`config.mk`:
```
export PLATFORM = sky130hd
export DESIGN_NAME = assembler_token_scanner_flat
export DESIGN_NICKNAME = d
export VERILOG_FILES = /design/src/rtl/ats_pkg.sv /design/src/rtl/ats_if.sv /design/src/rtl/ats_classify.sv /design/src/rtl/ats_res_buf.sv /design/src/rtl/assembler_token_scanner.sv /design/src/flat_wrapper.sv
export SDC_FILE = /design/constraint.sdc
export NUM_CORES = 1
export LEC_CHECK = 0
export BUFFER_PORTS_ARGS = -buffer_cell sky130_fd_sc_hd__buf_4
export CAP_MARGIN = 20
export CORE_ASPECT_RATIO = 1.2
export CORE_MARGIN = 5
export CORE_UTILIZATION = 45
export DETAILED_ROUTE_END_ITERATION = 6
export HOLD_SLACK_MARGIN = 0.06
export PLACE_DENSITY = 0.71
export SETUP_SLACK_MARGIN = 0.15
export SLEW_MARGIN = 20
export SYNTH_ARGS = -nofsm -noshare
export SYNTH_HDL_FRONTEND = slang
export SYNTH_HIERARCHICAL = 1
export SYNTH_SLANG_ARGS = --single-unit
```
`constraint.sdc`:
```
create_clock -name clk -period 6.19 [get_ports clk]
set_input_delay 1.238 -clock clk [delete_from_list [all_inputs] [get_ports clk]]
set_output_delay 1.238 -clock clk [all_outputs]
set_load 0.02 [all_outputs]
```
`src/rtl/ats_pkg.sv`:
```
package ats_pkg;

  // Token kind codes as they appear on the result channel.
  localparam logic [3:0] K_WORD    = 4'd0;
  localparam logic [3:0] K_DEC     = 4'd1;
  localparam logic [3:0] K_HEX     = 4'd2;
  localparam logic [3:0] K_COMMA   = 4'd3;
  localparam logic [3:0] K_COLON   = 4'd4;
  localparam logic [3:0] K_PLUS    = 4'd5;
  localparam logic [3:0] K_MINUS   = 4'd6;
  localparam logic [3:0] K_EOL     = 4'd7;
  localparam logic [3:0] K_END     = 4'd8;
  localparam logic [3:0] K_BADCHAR = 4'd9;
  localparam logic [3:0] K_BADNUM  = 4'd10;

  // Scanner state codes.
  localparam logic [2:0] M_IDLE    = 3'd0;
  localparam logic [2:0] M_WORD    = 3'd1;
  localparam logic [2:0] M_ZERO    = 3'd2;
  localparam logic [2:0] M_DEC     = 3'd3;
  localparam logic [2:0] M_HEX     = 3'd4;
  localparam logic [2:0] M_COMMENT = 3'd5;
  localparam logic [2:0] M_HALT    = 3'd6;

  // Character codes the scanner looks for.
  localparam logic [7:0] CH_NUL   = 8'h00;
  localparam logic [7:0] CH_TAB   = 8'h09;
  localparam logic [7:0] CH_LF    = 8'h0A;
  localparam logic [7:0] CH_SPACE = 8'h20;
  localparam logic [7:0] CH_PLUS  = 8'h2B;
  localparam logic [7:0] CH_COMMA = 8'h2C;
  localparam logic [7:0] CH_MINUS = 8'h2D;
  localparam logic [7:0] CH_ZERO  = 8'h30;
  localparam logic [7:0] CH_NINE  = 8'h39;
  localparam logic [7:0] CH_COLON = 8'h3A;
  localparam logic [7:0] CH_SEMI  = 8'h3B;
  localparam logic [7:0] CH_UPX   = 8'h58;
  localparam logic [7:0] CH_UNDER = 8'h5F;
  localparam logic [7:0] CH_LOWX  = 8'h78;
  localparam logic [7:0] CH_UPA   = 8'h41;
  localparam logic [7:0] CH_UPF   = 8'h46;
  localparam logic [7:0] CH_UPZ   = 8'h5A;
  localparam logic [7:0] CH_LOWA  = 8'h61;
  localparam logic [7:0] CH_LOWF  = 8'h66;
  localparam logic [7:0] CH_LOWZ  = 8'h7A;

  // One result item.
  typedef struct packed {
    logic [3:0]  kind;
    logic [7:0]  length;
    logic [15:0] line_no;
    logic        last;
  } res_t;

  function automatic logic is_letter(input logic [7:0] c);
    return (c >= CH_LOWA && c <= CH_LOWZ) || (c >= CH_UPA && c <= CH_UPZ);
  endfunction

  function automatic logic is_digit(input logic [7:0] c);
    return c >= CH_ZERO && c <= CH_NINE;
  endfunction

  function automatic logic is_hex(input logic [7:0] c);
    return is_digit(c) || (c >= CH_LOWA && c <= CH_LOWF) || (c >= CH_UPA && c <= CH_UPF);
  endfunction

endpackage

```
`src/rtl/ats_if.sv`:
```
// Character request channel.
interface ats_char_if;
  logic       valid;
  logic       ready;
  logic [7:0] ch;

  modport source (output valid, output ch, input ready);
  modport sink (input valid, input ch, output ready);
endinterface

// Token request channel.
interface ats_tok_if;
  logic        valid;
  logic        ready;
  logic [3:0]  kind;
  logic [7:0]  length;
  logic [15:0] line_no;
  logic        last;

  modport source (output valid, output kind, output length, output line_no, output last,
                  input ready);
  modport sink (input valid, input kind, input length, input line_no, input last,
                output ready);
endinterface

```
`src/rtl/ats_classify.sv`:
```
// Classifies one character against the scanner state and works out the next
// state together with up to two tokens: the one the character ends and the
// one it starts.
module ats_classify #(
  parameter int LINE_WIDTH   = 16,
  parameter int LENGTH_WIDTH = 8
) (
  input  logic [7:0]              ch,
  input  logic [2:0]              mode,
  input  logic [LENGTH_WIDTH-1:0] tok_len,
  input  logic [LINE_WIDTH-1:0]   line_num,
  input  logic                    line_tok,
  output logic [2:0]              mode_next,
  output logic [LENGTH_WIDTH-1:0] tok_len_next,
  output logic [LINE_WIDTH-1:0]   line_num_next,
  output logic                    line_tok_next,
  output logic [1:0]              res_cnt,
  output ats_pkg::res_t           res0,
  output ats_pkg::res_t           res1
);

  logic                    letter, digit, hexd, tail, word_ch;
  logic [LENGTH_WIDTH-1:0] len_inc;
  logic [LINE_WIDTH-1:0]   line_inc;
  logic [15:0]             line_out;
  logic                    p_valid;
  logic [3:0]              p_kind;
  logic                    do_start;
  logic [2:0]              s_mode;
  logic [LENGTH_WIDTH-1:0] s_len;
  logic                    s_valid;
  logic [3:0]              s_kind;
  logic [7:0]              s_out_len;
  logic                    s_newline;

  // Character classes and saturating counters.
  assign letter   = ats_pkg::is_letter(ch);
  assign digit    = ats_pkg::is_digit(ch);
  assign hexd     = ats_pkg::is_hex(ch);
  assign tail     = letter || (ch == ats_pkg::CH_UNDER);
  assign word_ch  = tail || digit;
  assign len_inc  = (tok_len == '1) ? tok_len : tok_len + LENGTH_WIDTH'(1);
  assign line_inc = (line_num == '1) ? line_num : line_num + LINE_WIDTH'(1);
  assign line_out = 16'(line_num);

  // What the character does as the first character of a new token.
  always_comb begin
    s_mode    = ats_pkg::M_IDLE;
    s_len     = '0;
    s_valid   = 1'b0;
    s_kind    = ats_pkg::K_BADCHAR;
    s_out_len = 8'd1;
    s_newline = 1'b0;
    priority if (letter) begin
      s_mode = ats_pkg::M_WORD;
      s_len  = LENGTH_WIDTH'(1);
    end else if (ch == ats_pkg::CH_ZERO) begin
      s_mode = ats_pkg::M_ZERO;
      s_len  = LENGTH_WIDTH'(1);
    end else if (digit) begin
      s_mode = ats_pkg::M_DEC;
      s_len  = LENGTH_WIDTH'(1);
    end else if (ch == ats_pkg::CH_SPACE || ch == ats_pkg::CH_TAB) begin
      s_mode = ats_pkg::M_IDLE;
    end else if (ch == ats_pkg::CH_SEMI) begin
      s_mode = ats_pkg::M_COMMENT;
    end else if (ch == ats_pkg::CH_COMMA) begin
      s_valid = 1'b1;
      s_kind  = ats_pkg::K_COMMA;
    end else if (ch == ats_pkg::CH_COLON) begin
      s_valid = 1'b1;
      s_kind  = ats_pkg::K_COLON;
    end else if (ch == ats_pkg::CH_PLUS) begin
      s_valid = 1'b1;
      s_kind  = ats_pkg::K_PLUS;
    end else if (ch == ats_pkg::CH_MINUS) begin
      s_valid = 1'b1;
      s_kind  = ats_pkg::K_MINUS;
    end else if (ch == ats_pkg::CH_LF) begin
      // An end of line counts only for a line that produced a token, which
      // includes a token the newline itself just closed.
      s_newline = 1'b1;
      s_valid   = line_tok || p_valid;
      s_kind    = ats_pkg::K_EOL;
    end else if (ch == ats_pkg::CH_NUL) begin
      s_valid   = 1'b1;
      s_kind    = ats_pkg::K_END;
      s_out_len = 8'd0;
      s_mode    = ats_pkg::M_HALT;
    end else begin
      s_valid = 1'b1;
      s_kind  = ats_pkg::K_BADCHAR;
      s_mode  = ats_pkg::M_HALT;
    end
  end

  // Continue the current token, or close it and restart on this character.
  always_comb begin
    mode_next    = mode;
    tok_len_next = tok_len;
    p_valid      = 1'b0;
    p_kind       = ats_pkg::K_WORD;
    do_start     = 1'b0;
    unique case (mode)
      ats_pkg::M_HALT: begin
        mode_next = ats_pkg::M_HALT;
      end
      ats_pkg::M_WORD: begin
        if (word_ch) begin
          tok_len_next = len_inc;
        end else begin
          p_valid  = 1'b1;
          p_kind   = ats_pkg::K_WORD;
          do_start = 1'b1;
        end
      end
      ats_pkg::M_ZERO: begin
        priority if (ch == ats_pkg::CH_LOWX || ch == ats_pkg::CH_UPX) begin
          mode_next    = ats_pkg::M_HEX;
          tok_len_next = '0;
        end else if (digit) begin
          mode_next    = ats_pkg::M_DEC;
          tok_len_next = len_inc;
        end else if (tail) begin
          p_valid   = 1'b1;
          p_kind    = ats_pkg::K_BADNUM;
          mode_next = ats_pkg::M_HALT;
        end else begin
          p_valid  = 1'b1;
          p_kind   = ats_pkg::K_DEC;
          do_start = 1'b1;
        end
      end
      ats_pkg::M_DEC: begin
        priority if (digit) begin
          tok_len_next = len_inc;
        end else if (tail) begin
          p_valid   = 1'b1;
          p_kind    = ats_pkg::K_BADNUM;
          mode_next = ats_pkg::M_HALT;
        end else begin
          p_valid  = 1'b1;
          p_kind   = ats_pkg::K_DEC;
          do_start = 1'b1;
        end
      end
      ats_pkg::M_HEX: begin
        priority if (hexd) begin
          tok_len_next = len_inc;
        end else if (tail) begin
          p_valid   = 1'b1;
          p_kind    = ats_pkg::K_BADNUM;
          mode_next = ats_pkg::M_HALT;
        end else begin
          p_valid  = 1'b1;
          p_kind   = ats_pkg::K_HEX;
          do_start = 1'b1;
        end
      end
      ats_pkg::M_COMMENT: begin
        do_start = (ch == ats_pkg::CH_LF) || (ch == ats_pkg::CH_NUL);
      end
      default: begin
        do_start = 1'b1;
      end
    endcase
    if (do_start) begin
      mode_next    = s_mode;
      tok_len_next = s_len;
    end
  end

  // Line bookkeeping.
  always_comb begin
    line_num_next = line_num;
    line_tok_next = line_tok || p_valid;
    if (do_start) begin
      if (s_newline) begin
        line_num_next = line_inc;
        line_tok_next = 1'b0;
      end else begin
        line_tok_next = line_tok || p_valid || s_valid;
      end
    end
  end

  // Pack the tokens: the closed token goes first when there is one.
  always_comb begin
    res_cnt = 2'(p_valid) + 2'(do_start && s_valid);
    res1.kind    = s_kind;
    res1.length  = s_out_len;
    res1.line_no = line_out;
    res1.last    = 1'b1;
    if (p_valid) begin
      res0.kind    = p_kind;
      res0.length  = 8'(tok_len);
      res0.line_no = line_out;
      res0.last    = !(do_start && s_valid);
    end else begin
      res0 = res1;
    end
  end

endmodule

```
`src/rtl/ats_res_buf.sv`:
```
// Two-entry result register. It takes the tokens of one character at a time
// and hands them out one per request, oldest first.
module ats_res_buf (
  input  logic            clk,
  input  logic            rst,
  input  logic            load,
  input  logic [1:0]      load_cnt,
  input  ats_pkg::res_t   load0,
  input  ats_pkg::res_t   load1,
  output logic            can_load,
  ats_tok_if.source       tok
);

  ats_pkg::res_t slot0;
  ats_pkg::res_t slot1;
  logic [1:0]    cnt;
  logic          pop;

  assign pop      = tok.valid && tok.ready;
  assign can_load = (cnt == 2'd0) || (cnt == 2'd1 && tok.ready);

  // Occupancy.
  always_ff @(posedge clk) begin
    if (rst) begin
      cnt <= 2'd0;
    end else if (load) begin
      cnt <= load_cnt;
    end else if (pop) begin
      cnt <= cnt - 2'd1;
    end
  end

  // Token slots.
  always_ff @(posedge clk) begin
    if (load) begin
      slot0 <= load0;
      slot1 <= load1;
    end else if (pop) begin
      slot0 <= slot1;
    end
  end

  assign tok.valid   = (cnt != 2'd0);
  assign tok.kind    = slot0.kind;
  assign tok.length  = slot0.length;
  assign tok.line_no = slot0.line_no;
  assign tok.last    = slot0.last;

endmodule

```
`src/rtl/assembler_token_scanner.sv`:
```
// Assembler token scanner: takes source text one character per request and
// returns tokens (words, decimal and 0x hex numbers, punctuation, end of line,
// end of text, errors), each with its length and line number; the first token
// of a character is offered in the cycle after the character is taken. A
// character is taken every cycle while the token side is ready and each one
// closes or opens at most one token; a character that both ends a token and
// yields one of its own gives two tokens, and the next character then waits
// while the two-entry result register drains one token per ready cycle. A zero
// byte, a bad character or a malformed number stops the scanner until reset.
module assembler_token_scanner #(
  parameter int LINE_WIDTH   = 16,
  parameter int LENGTH_WIDTH = 8
) (
  input  logic      clk,
  input  logic      rst,
  ats_char_if.sink  src,
  ats_tok_if.source tok
);

  logic [2:0]              mode;
  logic [LENGTH_WIDTH-1:0] tok_len;
  logic [LINE_WIDTH-1:0]   line_num;
  logic                    line_tok;
  logic [2:0]              mode_next;
  logic [LENGTH_WIDTH-1:0] tok_len_next;
  logic [LINE_WIDTH-1:0]   line_num_next;
  logic                    line_tok_next;
  logic [1:0]              res_cnt;
  ats_pkg::res_t           res0;
  ats_pkg::res_t           res1;
  logic                    can_load;
  logic                    accept;

  assign src.ready = can_load;
  assign accept    = src.valid && src.ready;

  ats_classify #(
    .LINE_WIDTH   (LINE_WIDTH),
    .LENGTH_WIDTH (LENGTH_WIDTH)
  ) u_classify (
    .ch            (src.ch),
    .mode          (mode),
    .tok_len       (tok_len),
    .line_num      (line_num),
    .line_tok      (line_tok),
    .mode_next     (mode_next),
    .tok_len_next  (tok_len_next),
    .line_num_next (line_num_next),
    .line_tok_next (line_tok_next),
    .res_cnt       (res_cnt),
    .res0          (res0),
    .res1          (res1)
  );

  // Scanner state advances on each accepted character.
  always_ff @(posedge clk) begin
    if (rst) begin
      mode     <= ats_pkg::M_IDLE;
      tok_len  <= '0;
      line_num <= LINE_WIDTH'(1);
      line_tok <= 1'b0;
    end else if (accept) begin
      mode     <= mode_next;
      tok_len  <= tok_len_next;
      line_num <= line_num_next;
      line_tok <= line_tok_next;
    end
  end

  ats_res_buf u_res_buf (
    .clk      (clk),
    .rst      (rst),
    .load     (accept),
    .load_cnt (res_cnt),
    .load0    (res0),
    .load1    (res1),
    .can_load (can_load),
    .tok      (tok)
  );

endmodule

```
`src/flat_wrapper.sv`:
```
// flat-port wrapper written by rule: the top's interface ports become plain ports
module assembler_token_scanner_flat 
#(
  parameter int LINE_WIDTH   = 16,
  parameter int LENGTH_WIDTH = 8
)
  (clk, rst, src_valid, src_ch, src_ready, tok_valid, tok_kind, tok_length, tok_line_no, tok_last, tok_ready);
  ats_char_if src_i ();
  ats_tok_if tok_i ();
  input  logic clk;
  input  logic rst;
  input wire logic [$bits(src_i.valid)-1:0] src_valid;
  input wire logic [$bits(src_i.ch)-1:0] src_ch;
  output wire logic [$bits(src_i.ready)-1:0] src_ready;
  output wire logic [$bits(tok_i.valid)-1:0] tok_valid;
  output wire logic [$bits(tok_i.kind)-1:0] tok_kind;
  output wire logic [$bits(tok_i.length)-1:0] tok_length;
  output wire logic [$bits(tok_i.line_no)-1:0] tok_line_no;
  output wire logic [$bits(tok_i.last)-1:0] tok_last;
  input wire logic [$bits(tok_i.ready)-1:0] tok_ready;
  assign src_i.valid = src_valid;
  assign src_i.ch = src_ch;
  assign src_ready = src_i.ready;
  assign tok_valid = tok_i.valid;
  assign tok_kind = tok_i.kind;
  assign tok_length = tok_i.length;
  assign tok_line_no = tok_i.line_no;
  assign tok_last = tok_i.last;
  assign tok_i.ready = tok_ready;
  assembler_token_scanner #(.LINE_WIDTH(LINE_WIDTH), .LENGTH_WIDTH(LENGTH_WIDTH)) u_core (.clk(clk), .rst(rst), .src(src_i), .tok(tok_i));
endmodule
```
==> reports/qor.csv <==
metric,value,unit
"top cells by count, synth","edfxtp_1 (58), nand3_1 (44), buf_4 (43)",
pre-CTS setup slack,1.885,ns
count of cell types in the netlist,58,
Final #Nets,533,
clk sinks,88,
CORE AREA,11620,sq um
dpl cell area,5424,sq um
Setup Skew,0.007523,ns
WP data required,6.29,ns
# setup viols final,0,
Post-Syn Area per Cell,10.22,sq um
CTS Buffer Depth,2,
total die area,14240,sq um
power per cell area,389.2,nW/um^2
CP Class,primary input to flop,
Crit-path slowest cell,or4_4,
top-area cell type share of the netlist area,0.3240,
share of cells above drive strength 1,0.2481,
Comb power frac,0.379,
CTS resizes,0,
total negative setup slack,0,ns
crit-path leading delay family,compound AO/OA/AOI/OAI gates,
TritonCTS clock tree,yes,
register area share after synthesis,0.4358,
Tmin final,3.950,ns
normalized max-slew margin,0.4170,
Synth Instances,526,
fmax,253.2,MHz
GRT Resource Usage Total,0.1617,
via-per-instance ratio,5.684,
Pleak,1.982,nW
initial antenna violation count,0,
Vias,3848,
largest net degree at the start of global routing,57,
dpl hpwl,7.361,mm
number of port buffers,42,
Max Slew Vio Count,0,
worst-path cell chain,buf_4 -> or4_4 -> a31oi_1 -> o21ai_1 -> o221a_1 -> a211o_1 -> a21oi_1 -> ha_1 -> inv_1 -> mux2_2,
Hold WC Path Type,flop to flop,
Final WS setup,2.240,ns
Int Power,1.394,mW
Slowest Stage Delay on Critical Path,0.59,ns
Final ANT Viol Nets,0,
Hold Path Stages,0,
Clock Pin Slew Worst Setup and Hold Paths,0.07,ns
fin area,5697,sq um
H-tree depth,3,
critical path depth,10,
Tot Pwr,2.217,mW
P&R area growth vs syn,5.982,%
drt wl/cell,16.15,um
Mapped Area,5375,sq um
outcome,"complete, no violations",
DRT Wirelength,10.94,mm
Net Sw Power,0.8231,mW
crit share post-route,0.6381,
total grt overflow,0,
clock insertion delay at the later pin of the skew report,0.35,ns
n_diodes,0,
cell taking the most area after synthesis,edfxtp_1,
CP Buf/Inv Count,2,
Synth Register Bits,88,
RSZ-0062 raised after global routing,no,
first-pass GRT wire length,18.27,mm
Ys Warns,6,
Synth area leaders,"edfxtp_1 (32%), dfxtp_1 (11%), mux2_2 (6.3%)",
MaxCap Viol Count,0,
R2R depth,9,
number of synthesized flops with an enable pin,58,
Die Height,129.7,um
# hold bufs at CTS,0,
data arrival time of the critical path,4.05,ns
cell chosen for the clock root,clkbuf_16,
CP startpoint kind,primary input,
Initial Util,0.4625,
RePlAce Congestion,0.8667,
fillers,1096,
Clock Power Share,0.227,
number of global-route vias before repair,3649,
residual DRC count,0,
DR iter-0 viols,305,
Hold Fails Final Rpt,0,
maximum vdd drop,160.6,uV
crit-path max FO,18,
Sw Ratio,0.3712,
Setup Buffers After CTS,0,
die span in x,109.8,um
most common flop cell mapped by yosys,edfxtp_1,
router iterations before antenna repair,5,
CP endpoint kind,flop,
worst-margin pin slew,0.8745,ns
Post-synth ARST share,0,
Reg power frac,0.394,
FP Rows,43,
TritonCTS buffer count,9,
io pins,43,
dominant cell by count in the synthesized netlist,edfxtp_1,
layout by cell type, fill, tap and decap left out, types with 5 or more instances in the layout:
cell,Yosys,routed
ha_1,6,6
clkbuf_16,0,9
o21ai_0,14,14
dfxtp_1,30,30
buf_4,43,45
mux2_2,30,30
nand4_1,6,6
nand3_1,44,44
edfxtp_1,58,58
a21bo_2,5,5
nor2_1,20,20
a31oi_1,6,6
inv_1,13,13
a21oi_1,39,39
nor4_2,5,5
a21oi_2,14,14
nor3_1,16,16
a211oi_1,5,5
and2_1,12,11
nand2_1,27,27
or3_1,6,6
a21bo_1,22,22
xor2_1,14,14
conb_1,2,8
sequential cells by signal, summed over array words and instances (netlist names), 2 cells and up:
register,count
u_core/u_res_buf/slot1,29
u_core/mode,3
u_core/u_res_buf/tok.kind,4
u_core/line_num,16
u_core/tok_len,8
u_core/u_res_buf/tok.line_no,16
u_core/u_res_buf/tok.length,8
u_core/u_res_buf/cnt,2
worst register-to-register path, stage by stage, from the launching register on:
cell	delay [ns]
dfxtp_1	0.57
or3b_2	0.50
a31oi_1	0.30
o21ai_1	0.20
o221a_1	0.56
a211o_1	0.38
a21oi_1	0.18
ha_1	0.17
inv_1	0.03
mux2_2	0.25
kinds of logic after synthesis:
| logic type | after synthesis | share of synthesized area |
|---|---|---|
| AO/OA/AOI/OAI | 127 | 0.1709 |
| XOR/XNOR | 15 | 0.02444 |
| adder cells (fa/ha/maj) | 6 | 0.01397 |
| buffers and inverters | 86 | 0.1050 |
| flip-flops | 88 | 0.4358 |
| multiplexers | 32 | 0.06704 |
| other | 2 | 0.001397 |
| AND/OR/NAND/NOR | 170 | 0.1816 |
per-layer routing:
metal | share of wire | global-route usage | up-vias | wire (um)
met5 | 0 | 0 | - | 0
met4 | 0.017 | 0.06897 | 0 | 184
met3 | 0.044 | 0.02870 | 19 | 477
met2 | 0.50 | 0.2648 | 110 | 5426
met1 | 0.44 | 0.2100 | 1856 | 4848
li1 | - | - | 1863 | -
through the flow:
| step | utilization | cells | hold slack, ns |
|---|---|---|---|
| CTS | 0.4902 | 677 | 0.5450 |
| global route | 0.4902 | 677 | 0.5510 |
| floorplan | - | 532 | 0.5246 |
| finish | 0.4902 | 677 | 0.5431 |
| detailed placement | 0.4667 | 661 | 0.5339 |
| global placement | 0.4662 | 661 | 0.5280 |
cell type report:
cell class	count	area, sq um	area share
clock buffer	10	229.0	0.04019
clock inverter	6	43.79	0.007687
inverter	13	48.80	0.008566
multi-input combinational	358	2499	0.4386
sequential	88	2342	0.4112
tap	157	196.4	0.03448
timing repair buffer	45	337.8	0.05930
worst paths after layout:
kind	start	to	slack [ns]
setup / recovery	src_ch[3]	u_core/u_res_buf/tok.last$_DFFE_PP_	2.24
hold / removal	u_core/line_num[3]$_SDFFE_PP0P_	u_core/u_res_buf/slot1[4]$_DFFE_PP_	0.54
setup reg to reg	u_core/mode[2]$_SDFFE_PP0P_	u_core/u_res_buf/tok.last$_DFFE_PP_	2.81
hold reg to reg	u_core/line_num[3]$_SDFFE_PP0P_	u_core/u_res_buf/slot1[4]$_DFFE_PP_	0.54
power by group through the flow:
| stage | clock [mW] | combinational [mW] | sequential, mW |
|---|---|---|---|
| 4_1_cts | 0.515 | 0.848 | 0.875 |
| 3_5_place_dp | 0 | 0.845 | 0.887 |
| 6_report | 0.504 | 0.840 | 0.873 |
| 3_3_place_gp | 0 | 0.831 | 0.880 |
| 2_1_floorplan | 0 | 0.518 | 0.981 |
| 5_1_grt | 0.540 | 0.919 | 0.889 |
(Power assumes the default switching activity.)
